===== src/rtl/halving_average_with_sorted_insert_defines.svh =====
// Assertion macros for the halving average / sorted insert block.
// Used by the top level only; no other dependencies.
`ifndef HALVING_AVERAGE_WITH_SORTED_INSERT_DEFINES_SVH
`define HALVING_AVERAGE_WITH_SORTED_INSERT_DEFINES_SVH

// same-cycle implication, sampled on the block clock, off during reset
`define HSI_ASSERT_IMP(lbl, ante, cons, msg) \
   lbl: assert property (@(posedge clock) disable iff (reset) (ante) |-> (cons)) \
      else $error(msg);

// next-cycle implication
`define HSI_ASSERT_NXT(lbl, ante, cons, msg) \
   lbl: assert property (@(posedge clock) disable iff (reset) (ante) |=> (cons)) \
      else $error(msg);

`endif


===== src/rtl/hsi_pkg.sv =====
// Shared types and constants for the halving average / sorted insert block.
// No dependencies.
package hsi_pkg;

   localparam int CAPACITY = 64;
   localparam int COUNT_W  = $clog2(CAPACITY + 1);

   localparam int VALUE_W       = 64;
   localparam int IDX_W         = 6;
   localparam int ENTRY_COUNT_W = 7;

   // read select tree: groups of eight cells, one register stage between
   localparam int READ_SLOTS  = 2 ** IDX_W;
   localparam int READ_GROUP  = 8;
   localparam int READ_GROUPS = READ_SLOTS / READ_GROUP;
   localparam int LANE_W      = $clog2(READ_GROUP);
   localparam int GRP_W       = $clog2(READ_GROUPS);

   localparam logic CMD_STEP = 1'b0;
   localparam logic CMD_READ = 1'b1;

   typedef struct packed {
      logic               cmd;
      logic [VALUE_W-1:0] step_input;
      logic [VALUE_W-1:0] new_weight;
      logic [VALUE_W-1:0] new_payload;
      logic [IDX_W-1:0]   read_index;
   } req_item_type;

   typedef struct packed {
      logic [VALUE_W-1:0]       running_value;
      logic [ENTRY_COUNT_W-1:0] entry_count;
      logic [VALUE_W-1:0]       read_weight;
      logic [VALUE_W-1:0]       read_payload;
      logic                     read_hit;
      logic                     dropped;
   } rsp_item_type;

   typedef struct packed {
      logic [VALUE_W-1:0] weight;
      logic [VALUE_W-1:0] payload;
   } entry_type;

   typedef struct packed {
      logic update;   // insert step this cycle
      logic valid;    // cell lies below the fill count
   } cell_ctl_type;

endpackage


===== src/rtl/hsi_cell.sv =====
// One cell of the sorted list: holds a weight/payload pair.
// Depends on hsi_pkg.
module hsi_cell
   import hsi_pkg::*;
(
   input  logic         clock,
   input  cell_ctl_type ctl,
   input  entry_type    new_entry,
   input  entry_type    prev_entry,
   input  logic         prev_keep,
   output entry_type    entry,
   output logic         keep
);

   entry_type entry_ff;
   entry_type entry_in;

   // keep: valid and not below the new weight, so the new pair lands after us
   always_comb begin
      keep     = ctl.valid && (entry_ff.weight >= new_entry.weight);
      entry_in = entry_ff;
      if (ctl.update && !keep) begin
         entry_in = prev_keep ? new_entry : prev_entry;
      end
   end

   always_ff @(posedge clock) begin
      entry_ff <= entry_in;
   end

   assign entry = entry_ff;

endmodule


===== config.mk =====
export PLATFORM = sky130hd
export DESIGN_NAME = hsi_cell
export DESIGN_NICKNAME = d
export VERILOG_FILES = /design/src/rtl/halving_average_with_sorted_insert_defines.svh /design/src/rtl/hsi_pkg.sv /design/src/rtl/hsi_cell.sv
export SDC_FILE = /design/constraint.sdc
export NUM_CORES = 1
export LEC_CHECK = 0
export BUFFER_PORTS_ARGS = -buffer_cell sky130_fd_sc_hd__buf_2
export CAP_MARGIN = 25
export CORE_AREA = 2 2 153 155
export CTS_BUF_LIST = sky130_fd_sc_hd__clkbuf_4
export CTS_CLUSTER_SIZE = 8
export DETAILED_ROUTE_END_ITERATION = 8
export DIE_AREA = 0 0 155 157
export GPL_TIMING_DRIVEN = 0
export PLACE_DENSITY = 0.68
export SETUP_SLACK_MARGIN = 0.15
export SLEW_MARGIN = 25
export SYNTH_ARGS = -nofsm -noshare
export SYNTH_HDL_FRONTEND = slang
export SYNTH_SLANG_ARGS = --single-unit
export TNS_END_PERCENT = 30

===== constraint.sdc =====
create_clock -name clock -period 20.4 [get_ports clock]
set_input_delay 3.06 -clock clock [delete_from_list [all_inputs] [get_ports clock]]
set_output_delay 3.06 -clock clock [all_outputs]
set_load 0.005 [all_outputs]

# ---- Yosys cells after proc, flatten, opt, wreduce, memory -nomap -nowiden
# Cells that the tools add are included.
dict set report classes {
  reduce_logical 3
  mux 1
  magnitude_cmp 1
}
# operator count
set op_table {}
lappend op_table {{128-bit 2-to-1 mux} 1}
lappend op_table {{64-bit greater-or-equal comparator} 1}
lappend op_table {{1-bit logical AND} 2}
lappend op_table {{1-bit logical NOT} 1}
dict set report totals {
  inputBits 260
  output_inout_bits 129
  wordCells 7
  reg_bits 128
}

# ---- Logic depth before layout (Yosys ltp)
dict set report logic_depth {
  depth_word 4
  depth_mapped 8
}

# ---- Worst setup path before layout
# OpenSTA, ideal clock, no wires.
dict set report synth_path {
  path_kind {in2reg}
  start {input port new_entry[74] (netlist bit)}
  end {register entry_ff (netlist bit entry[0]), enable pin}
  n_path_buf 0
  t_arrival_ns 11.258
  cell_stages 8
  t_required_ns 19.714
  setup_ns 0.686
  slack_ns 8.456
  cell_sequence {inv_1 -> ha_1 -> a21oi_1 -> o21ai_1 -> a221oi_2 -> nor4b_1 -> a311o_1 -> o41ai_2}
}
dict set report synth_between {
  elab_chain_len 4
}
# element line
set synth_lines {}
lappend synth_lines {{start, declared} hsi_cell.sv:8} ;# input entry_type new_entry,
lappend synth_lines {{64-bit greater-or-equal comparator} hsi_cell.sv:20} ;# keep = ctl.valid && (entry_ff.weight >= new_entry.weight);
lappend synth_lines {{1-bit logical AND} hsi_cell.sv:20}
lappend synth_lines {{1-bit logical NOT} hsi_cell.sv:22} ;# if (ctl.update && !keep) begin
lappend synth_lines {{1-bit logical AND} hsi_cell.sv:22}
lappend synth_lines {{end signal, assigned} hsi_cell.sv:28} ;# entry_ff <= entry_in;
lappend synth_lines {{end, declared} hsi_cell.sv:15} ;# entry_type entry_ff;
# Every way passes these cells.
# A chain may end at the register's enable or synchronous reset.

# ---- Worst setup path after layout
dict set report layout_path {
  start {input port new_entry[125] (netlist bit)}
  end {output port keep}
}
dict set report layout_between {
  elab_chain_len 2
}
# element line
set layout_lines {}
lappend layout_lines {{64-bit greater-or-equal comparator} hsi_cell.sv:20}
lappend layout_lines {{1-bit logical AND} hsi_cell.sv:20}
lappend layout_lines {{end, declared} hsi_cell.sv:12} ;# output logic keep
# Every way passes these cells.

==> flow_summary.yaml <==
grt:
  first_global_vias: 5824
  grt_max_degree: 17
  track_usage_pct: 17.0
  grt_remaining_overflow: 0
  grt_antenna_before_repair: 7
  grt_pass1_wl_mm: 31.1
synth:
  yosysWarnings: 0
  synth_cell_types: 30
  synth_cells: 505
  synth_mux_area_share_pct: 20.6
  synth-main-ff-cell: "edfxtp_1"
  synth_top_family_by_area: "multiplexers"
  yosysSeqAreaShare_pct: 55.0
  synth_area_sq_um: 6990
  synth_adder_area_share_pct: 11.5
  yosys.area_share.xor_xnor_pct: 0
  synth.net_count: 829
  synth_compound_area_share_pct: 4.21
  avgSynthCellArea_sq_um: 13.8
  synth_simple_gate_area_share_pct: 4.33
  synth_top_area_cell: "edfxtp_1"
  synth-seq-cells: 128
  synth.top_cell.area_share_pct: 55.0
  synth_edf_count: 128
  yosys-top-cells-area: "edfxtp_1 55%, mux2_2 21%, ha_1 11%"
  synth_common_cells: "128 x edfxtp_1, 128 x mux2_2, 67 x inv_1"
  synthArstFlopShare_pct: 0
timing:
  setup_violations: 0
  slew_headroom_pct: 55.1
  setup_tns_ns: 0
  final_max_slew_viol_count: 0
  timing.fmax_mhz: 122
  min_period_ns: 8.22
  rsz0062_at_grt: "no"
  worst_slew_pin_slew_ns: 0.674
  hold_violations: 0
  skew_ns: 0.0381
  fin_crit_sh_pct: 40.3
clocking:
  clk_pin_slew_worst_paths_ns: 0.11
  ctsRootBufferMaster: "clkbuf_4"
  cts_buffers: 17
  cts_resized: 0
  clock_latency_ns: 0.54
  cts_setup_buffers: 0
  cts-hold-fix-buffers: 0
  clock_path_buffers: 2
  cts_tree: "yes"
  cts_max_level: 4
  cts_sinks: 128
die:
  fp.dieH_um: 157
  dieArea_sq_um: 24300
  core_area_sq_um: 22500
  num_rows: 55
  initial_core_util_pct: 31.1
  ios: 389
  fp.dieW_um: 155
worst_setup_path:
  rr_worst_depth: 12
  crit_start: "new_entry[125]"
  crit_required_ns: 17.34
  endpoint_kind: "output pin"
  crit_arrival_ns: 5.16
  path_class: "in -> out"
  cp_max_fo: 3
  worstSetupStartpointType: "input port"
  r2r-start: "entry[74]"
place:
  portBuffers: 387
  globalplace.congestion: 0.831
  hpwlAfterDp_mm: 17.7
worst_hold_path:
  holdCritStartpoint: "entry[127]"
  min_path_type: "reg -> reg"
  whs_path_depth: 4
power:
  finalPower_mw: 0.667
  ir_worst_vdd_mv: 0.0336
  powerDensity_nw_per_um2: 68.6
  power.leakage_nw: 4.56
routing:
  drt-met1-wl_mm: 8.30
  wl_per_cell_um: 17.4
  ant_nets: 0
  via_count: 5685
  drtIter0Drc: 233
  finalWirelength_mm: 21.4
  viasPerCell: 4.62
  routed.top_layer: "met5"
  wl_met2_mm: 10.9
  met3_length_mm: 1.81
  drt_first_pass_iters: 4
  drcViolationCount: 0
cells_and_area:
  drive_gt1_share_pct: 60.3
  largest_register_ffs: 128
  multi_input_area_sq_um: 2850
  fill_cells: 2190
  syn2layout_area_growth_pct: 39.2
  regArea_sq_um: 3840
  postLayoutCoreUtil_pct: 43.2
  fin_nets: 1250
run_status:
  status: "finished, final reports clean"
run:
  drv_cap: 0
where the power goes:
part / leakage [nW] / switching (mW) / total [mW] / internal (mW)
Combinational: 3.16 / 0.0725 / 0.149 / 0.0766
Sequential: 1.25 / 0.0107 / 0.337 / 0.326
Clock: 0.149 / 0.115 / 0.181 / 0.0663
Total: 4.56 / 0.198 / 0.667 / 0.469
per-layer routing:
| metal | up-vias | global-route usage (%) |
|---|---|---|
| met5 | - | 0 |
| met3 | 29 | 6.33 |
| met4 | 4 | 5.64 |
| met1 | 2651 | 19.4 |
| met2 | 253 | 29.5 |
| li1 | 2748 | - |
worst max-delay path, stage by stage:
cell and delay [ns]:
buf_2 0.11, inv_1 0.05, ha_1 0.29, nand4_1 0.14
nor3_1 0.39, nand3_1 0.27, nor4b_1 0.30, a311o_1 0.28
o31a_1 0.15, buf_2 0.12
cell type report:
class                   instances  area share (%)
repair buffers                402            21.3
plain buffers                  14           0.553
flip-flops and latches        128            39.5
well taps                     285            3.67
clock buffers                  18            1.39
clock inverters                14            1.50
diodes                          6           0.154
multi-input cells             296            29.3
inverters                      67            2.59
stage by stage:
stage / setup WS [ns] / hold slack (ns) / std cells / cell area [sq um]
global placement: 4.21 / 3.25 / 1177 / 9280
floorplan: 8.46 / 2.35 / 505 / 6990
CTS: 12.08 / 1.01 / 1224 / 9710
global route: 11.97 / 1.07 / 1227 / 9720
finish: 12.18 / 0.976 / 1230 / 9730
detailed placement: 12.10 / 0.971 / 1192 / 9430
cell usage in the layout, fill, tap and decap left out, drive strengths merged, types with 5 or more instances in the layout:
cell and count:
edfxtp 128, nand2 18, diode 6, buf 405
clkbuf 29, mux2 128, inv 75, nand3 10
ha 64, o21ai 9, a21oi 25, nand4 10
a221oi 5, nor3 5
final timing paths:
| path | endpoint | slack, ns |
|---|---|---|
| worst max-delay path | keep | 12.18 |
| worst min register to register | entry[127] | 0.98 |
| worst min-delay path | entry[127] | 0.98 |
| worst max register to register | entry[32] | 16.81 |
logic make-up (layout without fill, tap and decap cells):
logic type      after synthesis  count (layout)
mux                         128             128
flops                       128             128
buf+inv                      81             515
fa+ha+maj                    64              64
simple gates                 57              57
compound gates               47              47
other cells                   0               6
No activity file was read; power rests on OpenSTA's default activity.
